## src/hw/rtl/pmmp_pkg.sv

```systemverilog
`timescale 1ns / 1ps

package pmmp_pkg;

	localparam int MAX_LEN_DEF = 32;
	localparam int CW          = 31;  // coefficient / modulus width
	localparam int DW          = 6;   // degree width
	localparam logic [CW-1:0] MOD_RESET = CW'(998244353);

	typedef struct packed {
		logic          operation;
		logic [CW-1:0] coefficient;
		logic          last_coefficient;
	} in_item_t;

	typedef struct packed {
		logic [CW-1:0] product_coefficient;
		logic [DW-1:0] degree;
		logic          last_of_run;
		logic          truncated;
	} out_item_t;

	// engine operations
	typedef enum logic [1:0] {
		M_RED_IN = 2'd0,  // latched input mod m
		M_RED_B  = 2'd1,  // b read data mod m
		M_MUL_B  = 2'd2,  // a * b mod m, b already below m
		M_MUL_R  = 2'd3   // a * (reduced b held in r) mod m
	} eng_mode_t;

	typedef struct packed {
		logic      eng_start;
		eng_mode_t eng_mode;
		logic      wr_a;
		logic      wr_b;
		logic      acc_add;
		logic      acc_clr;
	} dp_cmd_t;

	typedef struct packed {
		logic eng_done;
		logic b_ge_m;
	} dp_stat_t;

	typedef struct packed {
		logic          strobe;
		logic [DW-1:0] degree;
		logic          last_of_run;
		logic          truncated;
	} emit_t;

endpackage

```

## src/hw/rtl/pmmp_datapath.sv

```systemverilog
`timescale 1ns / 1ps

module pmmp_datapath import pmmp_pkg::*; #(
	parameter int MAX_LEN = MAX_LEN_DEF,
	parameter int AW      = (MAX_LEN > 1) ? $clog2(MAX_LEN) : 1
) (
	input  logic          clk,
	input  logic          arst_n,
	input  logic          cfg_we,
	input  logic [CW-1:0] cfg_wdata,
	input  logic          take,
	input  logic [CW-1:0] coefficient,
	input  dp_cmd_t       cmd,
	input  logic [AW-1:0] addr_a,
	input  logic [AW-1:0] addr_b,
	output dp_stat_t      stat,
	output logic [CW-1:0] acc
);

	logic [CW-1:0] mod_q;
	logic [CW-1:0] m_eff;
	logic [CW-1:0] unit;
	logic [CW-1:0] in_q;
	logic [CW-1:0] a_mem [MAX_LEN];
	logic [CW-1:0] b_mem [MAX_LEN];
	logic [CW-1:0] a_rd_q, b_rd_q;
	logic [CW-1:0] x_q, y_q, r_q, acc_q;
	logic [4:0]    cnt_q;
	logic          busy_q, done_q;
	logic [CW:0]   r2, r2m, t, tm, s;

	assign m_eff = (mod_q == '0) ? CW'(1) : mod_q;
	assign unit  = (m_eff == CW'(1)) ? '0 : CW'(1);

	// one shift-add step: r = (2r + bit*y) mod m
	always_comb begin
		r2  = {r_q, 1'b0};
		r2m = (r2 >= {1'b0, m_eff}) ? r2 - {1'b0, m_eff} : r2;
		t   = r2m + (x_q[CW-1] ? {1'b0, y_q} : '0);
		tm  = (t >= {1'b0, m_eff}) ? t - {1'b0, m_eff} : t;
		s   = {1'b0, acc_q} + {1'b0, r_q};
	end

	always_ff @(posedge clk or negedge arst_n) begin
		if (!arst_n) begin
			mod_q  <= MOD_RESET;
			busy_q <= 1'b0;
			done_q <= 1'b0;
			cnt_q  <= '0;
			acc_q  <= '0;
		end else begin
			done_q <= 1'b0;
			if (cfg_we) begin
				mod_q <= cfg_wdata;
			end
			if (cmd.eng_start) begin
				busy_q <= 1'b1;
				cnt_q  <= 5'(CW - 1);
			end else if (busy_q) begin
				cnt_q <= cnt_q - 5'd1;
				if (cnt_q == '0) begin
					busy_q <= 1'b0;
					done_q <= 1'b1;
				end
			end
			if (cmd.acc_clr) begin
				acc_q <= '0;
			end else if (cmd.acc_add) begin
				acc_q <= (s >= {1'b0, m_eff}) ? CW'(s - {1'b0, m_eff}) : CW'(s);
			end
		end
	end

	always_ff @(posedge clk) begin
		if (take) begin
			in_q <= coefficient;
		end
		if (cmd.eng_start) begin
			r_q <= '0;
			unique case (cmd.eng_mode)
				M_RED_IN: begin x_q <= in_q;   y_q <= unit;   end
				M_RED_B:  begin x_q <= b_rd_q; y_q <= unit;   end
				M_MUL_B:  begin x_q <= a_rd_q; y_q <= b_rd_q; end
				M_MUL_R:  begin x_q <= a_rd_q; y_q <= r_q;    end
				default:  begin x_q <= a_rd_q; y_q <= r_q;    end
			endcase
		end else if (busy_q) begin
			r_q <= CW'(tm);
			x_q <= {x_q[CW-2:0], 1'b0};
		end
	end

	// operand stores
	always_ff @(posedge clk) begin
		if (cmd.wr_a) begin
			a_mem[addr_a] <= r_q;
		end
		if (cmd.wr_b) begin
			b_mem[addr_b] <= r_q;
		end
		a_rd_q <= a_mem[addr_a];
		b_rd_q <= b_mem[addr_b];
	end

	assign stat.eng_done = done_q;
	assign stat.b_ge_m   = (b_rd_q >= m_eff);
	assign acc           = acc_q;

endmodule

```

## src/hw/rtl/pmmp_ctrl.sv

```systemverilog
`timescale 1ns / 1ps

module pmmp_ctrl import pmmp_pkg::*; #(
	parameter int MAX_LEN = MAX_LEN_DEF,
	parameter int AW      = (MAX_LEN > 1) ? $clog2(MAX_LEN) : 1
) (
	input  logic          clk,
	input  logic          arst_n,
	input  logic          start,
	input  in_item_t      item,
	output logic          busy,
	output dp_cmd_t       cmd,
	output logic [AW-1:0] addr_a,
	output logic [AW-1:0] addr_b,
	input  dp_stat_t      stat,
	output emit_t         emit
);

	localparam int CNTW = $clog2(MAX_LEN + 1);

	typedef enum logic [3:0] {
		S_IDLE, S_LSTART, S_LWAIT, S_PAIR, S_RD, S_CHK, S_WRED, S_WMUL, S_EMIT
	} state_t;

	state_t          state_q;
	logic [CNTW-1:0] cnt_a_q, cnt_b_q;
	logic            cpl_a_q, cpl_b_q, ovf_q;
	logic            op_q, last_q;
	logic [AW-1:0]   i_q;
	logic [DW-1:0]   d_q;
	logic [DW-1:0]   total, j;
	logic            pair_ok, last_i, last_d;

	assign busy    = (state_q != S_IDLE);
	assign total   = DW'(cnt_a_q) + DW'(cnt_b_q) - DW'(1);
	assign j       = d_q - DW'(i_q);
	assign pair_ok = (DW'(i_q) <= d_q) && (j < DW'(cnt_b_q));
	assign last_i  = (CNTW'(i_q) == cnt_a_q - CNTW'(1));
	assign last_d  = (d_q == total - DW'(1));

	always_ff @(posedge clk or negedge arst_n) begin
		if (!arst_n) begin
			state_q <= S_IDLE;
			cmd     <= '0;
			emit    <= '0;
			cnt_a_q <= '0;
			cnt_b_q <= '0;
			cpl_a_q <= 1'b0;
			cpl_b_q <= 1'b0;
			ovf_q   <= 1'b0;
			op_q    <= 1'b0;
			last_q  <= 1'b0;
			i_q     <= '0;
			d_q     <= '0;
			addr_a  <= '0;
			addr_b  <= '0;
		end else begin
			cmd         <= '0;
			emit.strobe <= 1'b0;
			unique case (state_q)
				S_IDLE: begin
					if (start) begin
						op_q   <= item.operation;
						last_q <= item.last_coefficient;
						if (item.operation ? cpl_b_q : cpl_a_q) begin
							state_q <= S_IDLE;
						end else if ((item.operation ? cnt_b_q : cnt_a_q)
								< CNTW'(MAX_LEN)) begin
							state_q <= S_LSTART;
						end else begin
							ovf_q <= 1'b1;
							if (item.last_coefficient) begin
								if (item.operation) cpl_b_q <= 1'b1;
								else                cpl_a_q <= 1'b1;
								if (item.operation ? cpl_a_q : cpl_b_q) begin
									i_q     <= '0;
									d_q     <= '0;
									state_q <= S_PAIR;
								end
							end
						end
					end
				end
				S_LSTART: begin
					cmd.eng_start <= 1'b1;
					cmd.eng_mode  <= M_RED_IN;
					state_q       <= S_LWAIT;
				end
				S_LWAIT: begin
					if (stat.eng_done) begin
						if (op_q) begin
							cmd.wr_b <= 1'b1;
							addr_b   <= AW'(cnt_b_q);
							cnt_b_q  <= cnt_b_q + CNTW'(1);
							if (last_q) cpl_b_q <= 1'b1;
						end else begin
							cmd.wr_a <= 1'b1;
							addr_a   <= AW'(cnt_a_q);
							cnt_a_q  <= cnt_a_q + CNTW'(1);
							if (last_q) cpl_a_q <= 1'b1;
						end
						if (last_q && (op_q ? cpl_a_q : cpl_b_q)) begin
							i_q     <= '0;
							d_q     <= '0;
							state_q <= S_PAIR;
						end else begin
							state_q <= S_IDLE;
						end
					end
				end
				S_PAIR: begin
					if (pair_ok) begin
						addr_a  <= i_q;
						addr_b  <= AW'(j);
						state_q <= S_RD;
					end else if (last_i) begin
						state_q <= S_EMIT;
					end else begin
						i_q <= i_q + AW'(1);
					end
				end
				S_RD: begin
					state_q <= S_CHK;
				end
				S_CHK: begin
					cmd.eng_start <= 1'b1;
					cmd.eng_mode  <= stat.b_ge_m ? M_RED_B : M_MUL_B;
					state_q       <= stat.b_ge_m ? S_WRED : S_WMUL;
				end
				S_WRED: begin
					if (stat.eng_done) begin
						cmd.eng_start <= 1'b1;
						cmd.eng_mode  <= M_MUL_R;
						state_q       <= S_WMUL;
					end
				end
				S_WMUL: begin
					if (stat.eng_done) begin
						cmd.acc_add <= 1'b1;
						if (last_i) begin
							state_q <= S_EMIT;
						end else begin
							i_q     <= i_q + AW'(1);
							state_q <= S_PAIR;
						end
					end
				end
				S_EMIT: begin
					emit.strobe      <= 1'b1;
					emit.degree      <= d_q;
					emit.last_of_run <= last_d;
					emit.truncated   <= ovf_q;
					cmd.acc_clr      <= 1'b1;
					i_q              <= '0;
					if (last_d) begin
						cnt_a_q <= '0;
						cnt_b_q <= '0;
						cpl_a_q <= 1'b0;
						cpl_b_q <= 1'b0;
						ovf_q   <= 1'b0;
						state_q <= S_IDLE;
					end else begin
						d_q     <= d_q + DW'(1);
						state_q <= S_PAIR;
					end
				end
				default: state_q <= S_IDLE;
			endcase
		end
	end

	a_no_b2b_result: assert property (@(posedge clk) disable iff (!arst_n)
		emit.strobe |=> !emit.strobe)
		else $error("results on consecutive cycles");

	a_one_store_write: assert property (@(posedge clk) disable iff (!arst_n)
		cmd.wr_a |-> !cmd.wr_b)
		else $error("both stores written at once");

	a_count_bound: assert property (@(posedge clk) disable iff (!arst_n)
		(cnt_a_q <= CNTW'(MAX_LEN)) && (cnt_b_q <= CNTW'(MAX_LEN)))
		else $error("operand count beyond store depth");

	a_run_cleared: assert property (@(posedge clk) disable iff (!arst_n)
		(emit.strobe && emit.last_of_run) |-> (cnt_a_q == '0 && cnt_b_q == '0 && !ovf_q))
		else $error("run state not cleared at end of run");

endmodule

```

## src/hw/rtl/poly_multiply_mod_prime_top.sv

```systemverilog
`timescale 1ns / 1ps

// Schoolbook polynomial product modulo a programmable modulus. Items load
// coefficients of operand a (operation 0) or b (operation 1), lowest degree
// first; last_coefficient closes an operand. An item is taken when start is
// high and busy low. Each loaded coefficient is reduced by a bit-serial
// shift-add engine (31 steps), and busy stays high while it runs.
// Once both operands are closed the block emits na+nb-1 results, lowest
// degree first, each on result/result_valid for exactly one cycle; the
// receiver cannot stall, so it must take every strobed result. Each
// product term is computed in the same engine; a stored b value that is
// not below the current modulus is reduced there first, and index pairs
// that form no term are skipped. Coefficients past MAX_LEN are dropped
// and flag truncated on every result of that run. The modulus must be
// written via cfg_we/cfg_wdata only while idle; the block itself does
// not enforce this. Zero acts as one.
module poly_multiply_mod_prime_top import pmmp_pkg::*; #(
	parameter int MAX_LEN = MAX_LEN_DEF
) (
	input  logic          clk,
	input  logic          arst_n,
	input  logic          start,
	output logic          busy,
	input  in_item_t      item,
	output logic          result_valid,
	output out_item_t     result,
	input  logic          cfg_we,
	input  logic [CW-1:0] cfg_wdata
);

	localparam int AW = (MAX_LEN > 1) ? $clog2(MAX_LEN) : 1;

	dp_cmd_t       cmd;
	dp_stat_t      stat;
	emit_t         emit;
	logic [AW-1:0] addr_a, addr_b;
	logic [CW-1:0] acc;
	logic          take;

	// item accepted this edge
	assign take = start && !busy;

	pmmp_ctrl #(.MAX_LEN(MAX_LEN), .AW(AW)) u_ctrl (
		.clk    (clk),
		.arst_n (arst_n),
		.start  (start),
		.item   (item),
		.busy   (busy),
		.cmd    (cmd),
		.addr_a (addr_a),
		.addr_b (addr_b),
		.stat   (stat),
		.emit   (emit)
	);

	pmmp_datapath #(.MAX_LEN(MAX_LEN), .AW(AW)) u_dp (
		.clk         (clk),
		.arst_n      (arst_n),
		.cfg_we      (cfg_we),
		.cfg_wdata   (cfg_wdata),
		.take        (take),
		.coefficient (item.coefficient),
		.cmd         (cmd),
		.addr_a      (addr_a),
		.addr_b      (addr_b),
		.stat        (stat),
		.acc         (acc)
	);

	// accumulator is final when the strobe shows
	assign result_valid               = emit.strobe;
	assign result.product_coefficient = acc;
	assign result.degree              = emit.degree;
	assign result.last_of_run         = emit.last_of_run;
	assign result.truncated           = emit.truncated;

endmodule
```

## config.mk

```make
export PLATFORM = sky130hd
export DESIGN_NAME = poly_multiply_mod_prime_top
export DESIGN_NICKNAME = d
export VERILOG_FILES = /design/src/hw/rtl/pmmp_pkg.sv /design/src/hw/rtl/pmmp_datapath.sv /design/src/hw/rtl/pmmp_ctrl.sv /design/src/hw/rtl/poly_multiply_mod_prime_top.sv
export SDC_FILE = /design/constraint.sdc
export NUM_CORES = 2
export LEC_CHECK = 0
export ABC_AREA = 1
export BUFFER_PORTS_ARGS = -buffer_cell sky130_fd_sc_hd__buf_2
export CAP_MARGIN = 15
export CORE_UTILIZATION = 65
export CTS_BUF_LIST = sky130_fd_sc_hd__clkbuf_8
export DETAILED_ROUTE_END_ITERATION = 16
export PLACE_DENSITY = 0.82
export SKIP_CTS_REPAIR_TIMING = 1
export SLEW_MARGIN = 5
export SYNTH_ARGS = -nofsm -noshare
export SYNTH_HDL_FRONTEND = slang
export SYNTH_SLANG_ARGS = --single-unit
```

## constraint.sdc

```tcl
create_clock -name clk -period 17.7 [get_ports clk]
set_clock_uncertainty 0.1 [all_clocks]
set_input_delay 1.77 -clock clk [delete_from_list [all_inputs] [get_ports clk]]
set_output_delay 1.77 -clock clk [all_outputs]
set_load 0.03 [all_outputs]
```

==> key figures <==
Clocking
  – # clock sinks: 2296
  – Root buffer cell: clkbuf_8
  – Inserted Clock Buffers: 361
  – CTS Buffer Depth: 4
  – Clk Latency, worst-skew pair: 1.08 ns
  – H-tree depth: 5
  – CTS tree: yes
  – Worst-path clk slew: 0.06 ns

Yosys
  – Post-Syn Area: 0.0958 mm²
  – Yosys top cell area share: 0.651
  – Yosys top cell by area: edfxtp_1
  – Synth Register Bits: 2296
  – Post-Syn Nets: 7593
  – Synth warn: 0
  – EDFF count, synth: 2077
  – Top FF cell, synth: edfxtp_1
  – Post-synth ARST share: 0.0549
  – Mean Syn Cell Area: 13.1 µm²
  – Count of cell types in the netlist: 66
  – Synth top area cells: edfxtp_1 (65%), a22oi_1 (7.8%), a21oi_1 (3.4%), nand2_1 (3.4%), dfrtp_1 (3.1%)
  – Register area share after synthesis: 0.703
  – Mapped Cells: 7306

Pwr
  – Max IR drop VDD: 0.109 mV
  – Leak pwr: 42.1 nW
  – Design Power: 10.3 mW
  – Cell area power density: 96.9 mW/mm²

Critical path
  – Number of cells on the critical path: 49
  – Register-to-Register Path Depth: 49
  – Critical path arrival: 9.56 ns
  – R2R setup slack: 8.94 ns
  – Delay-heaviest family, CP: simple AND/OR/NAND/NOR gates
  – CP max FO: 48
  – CP Class: flip-flop to flip-flop
  – Critical R2R Launch: u_dp.mod_q[28]$_DFFE_PN1P_
  – R2r endpoint: u_dp.r_q[29]$_SDFFE_PP0P_
  – Top cell by count, worst path: nand2_1
  – Critical Path Sink Type: flip-flop
  – Max stage delay on crit path: 0.52 ns
  – Worst Path Buf+Inv: 9
  – Worst Setup Start Kind: flip-flop
  – Worst path slowest cell: dfstp_2
  – Worst Path Required: 18.50 ns
  – Critical path endpoint: u_dp.r_q[29]$_SDFFE_PP0P_
  – Worst setup path startpoint: u_dp.mod_q[28]$_DFFE_PN1P_

Place
  – Pre-CTS setup slack: 9.25 ns
  – Placement Cell Area: 0.0995 mm²
  – Gpl congestion: 0.979
  – DP HPWL: 179 mm
  – # port buffers: 108
  – Cell count after placement: 9162

STA
  – Final Hold Vio Count: 0
  – Tcrit/Tclk final: 0.495
  – Worst setup margin: 8.94 ns
  – Min Tclk post-route: 8.76 ns
  – Slew HR: 0.0263
  – Max-slew violations: 0
  – Worst-Margin Slew: 1.45 ns
  – Setup_tns: 0 ns
  – Fmax: 0.114 GHz
  – Final setup vio count: 0
  – Min Hold Slack: 0.380 ns
  – RSZ-0062 raised after global routing: no

Layout
  – Layout area overhead: 10.8%
  – Final Core Density: 0.727
  – Non-Filler Instances: 9807
  – Layout Nets: 7897
  – Finished Cell Area: 0.106 mm²
  – Share of layout cells above drive strength 1: 0.121

Die
  – Starting Density: 0.657
  – Core area: 0.146 mm²
  – Die W: 386 µm
  – DIE AREA: 0.149 mm²
  – # rows: 140
  – Die Ht: 386 µm
  – I/O pin count: 109

Run
  – Max-capacitance violation count: 0

Global routing
  – GRT Overall Usage: 0.398
  – Initial antenna violation count: 24
  – Largest net degree at the start of global routing: 153
  – First-pass GRT wire length: 427 mm
  – Vias in the first global route: 65500
  – Gr ovfl total: 0

Run status
  – Outcome: complete, no violations

Route
  – Vias post-DR: 67900
  – Routed wire length: 299 mm
  – Drt initial violations: 11300
  – Drt drc: 0
  – Routed Antenna Nets: 0
  – DR pass1 iterations: 11
  – Routed WL per cell: 30.5 µm
  – Vias per cell: 6.93

Worst hold path
  – HP Class: flip-flop to flip-flop
-- state kept, by name, summed over array words and instances (netlist names), 6 cells and up --
signal / flops
u_dp.y_q: 31
u_dp.x_q: 31
u_ctrl.cmd: 7
u_dp.mod_q: 31
u_ctrl.emit: 8
u_dp.b_rd_q: 31
u_dp.in_q: 31
u_ctrl.cnt_a_q: 6
u_dp.r_q: 31
u_dp.b_mem: 992
u_dp.a_rd_q: 31
u_ctrl.cnt_b_q: 6
u_ctrl.d_q: 6
u_dp.acc: 31
u_dp.a_mem: 992
-- kinds of logic after synthesis --
| family | share of synthesized area |
|---|---|
| fa+ha+maj | 0.0291 |
| xor+xnor | 0.0133 |
| compound gates | 0.146 |
| simple gates | 0.0741 |
| flops | 0.703 |
| buf+inv | 0.0345 |
-- cell type report --
class | count | area, µm²
timing repair buffer | 285 | 1950
tap | 1917 | 2400
sequential | 2296 | 67400
clock inverter | 236 | 1170
antenna | 10 | 25.0
inverter | 521 | 1970
clock buffer | 397 | 5460
multi-input combinational | 4145 | 25700
fill | 8952 | 39800
-- worst min-delay path by stage --
| stage | startpoint | to | slack, ns | cells past startpoint |
|---|---|---|---|---|
| floorplan | u_dp.cnt_q[4]$_DFFE_PN0P_ | u_dp.cnt_q[4]$_DFFE_PN0P_ | 0.36 | 1 |
| global placement | u_ctrl.emit[7]$_DFFE_PN0P_ | u_ctrl.emit[7]$_DFFE_PN0P_ | 0.37 | 2 |
| detailed placement | u_ctrl.emit[7]$_DFFE_PN0P_ | u_ctrl.emit[7]$_DFFE_PN0P_ | 0.38 | 2 |
| CTS | u_dp.x_q[1]$_DFFE_PP_ | u_dp.x_q[2]$_DFFE_PP_ | 0.38 | 2 |
| global route | u_ctrl.emit[7]$_DFFE_PN0P_ | u_ctrl.emit[7]$_DFFE_PN0P_ | 0.41 | 2 |
| finish | u_dp.x_q[1]$_DFFE_PP_ | u_dp.x_q[2]$_DFFE_PP_ | 0.38 | 2 |
-- per-layer routing --
layer	up-vias	part of all wire	track usage
li1	28400	-	-
met1	32600	0.35	0.539
met2	5825	0.45	0.594
met3	1031	0.14	0.107
met4	18	0.058	0.213
met5	-	0.00041	0
-- worst min-delay path: stages, from the launching register on --
cell,delay (ns)
edfxtp_1,0.32
o21ai_0,0.08
inv_1,0.06
-- synth_stat cells, drive strengths merged, types with 17 or more instances --
cell	instances
dfxtp	93
nand4	93
a21o	19
buf	93
or2	43
dfrtp	119
edfxtp	2077
nor3	60
a22oi	993
nand3	186
a2111oi	22
o211ai	39
xor2	90
nor4	60
inv	518
nand2	871
xnor2	56
a211oi	28
a21oi	659
o21ai	271
or4	17
ha	212
clkbuf	251
nor2	281
a31oi	22
-- placed cells by master (no fill, tap or decap), drive strengths merged, types with 8 or more instances in the layout --
| cell type | n |
|---|---|
| a2111o | 15 |
| a2111oi | 22 |
| a211oi | 28 |
| a21boi | 10 |
| a21o | 19 |
| a21oi | 659 |
| a221oi | 15 |
| a22oi | 993 |
| a31oi | 22 |
| buf | 284 |
| bufinv | 8 |
| clkbuf | 398 |
| clkinv | 97 |
| dfrtp | 119 |
| dfxtp | 93 |
| diode | 10 |
| edfxtp | 2077 |
| ha | 212 |
| inv | 646 |
| nand2 | 871 |
| nand3 | 186 |
| nand4 | 93 |
| nor2 | 281 |
| nor3 | 60 |
| nor4 | 60 |
| o211ai | 39 |
| o21a | 13 |
| o21ai | 271 |
| o21bai | 15 |
| o22ai | 11 |
| or2 | 43 |
| or4 | 17 |
| xnor2 | 56 |
| xor2 | 90 |
-- power breakdown --
part | switching [mW] | internal [mW] | total [mW] | leakage [nW]
clock | 2.05 | 2.17 | 4.22 | 3.86
sequential | 0.00853 | 5.84 | 5.85 | 26.2
combinational | 0.151 | 0.0668 | 0.218 | 12.0
(Power assumes the default switching activity.)
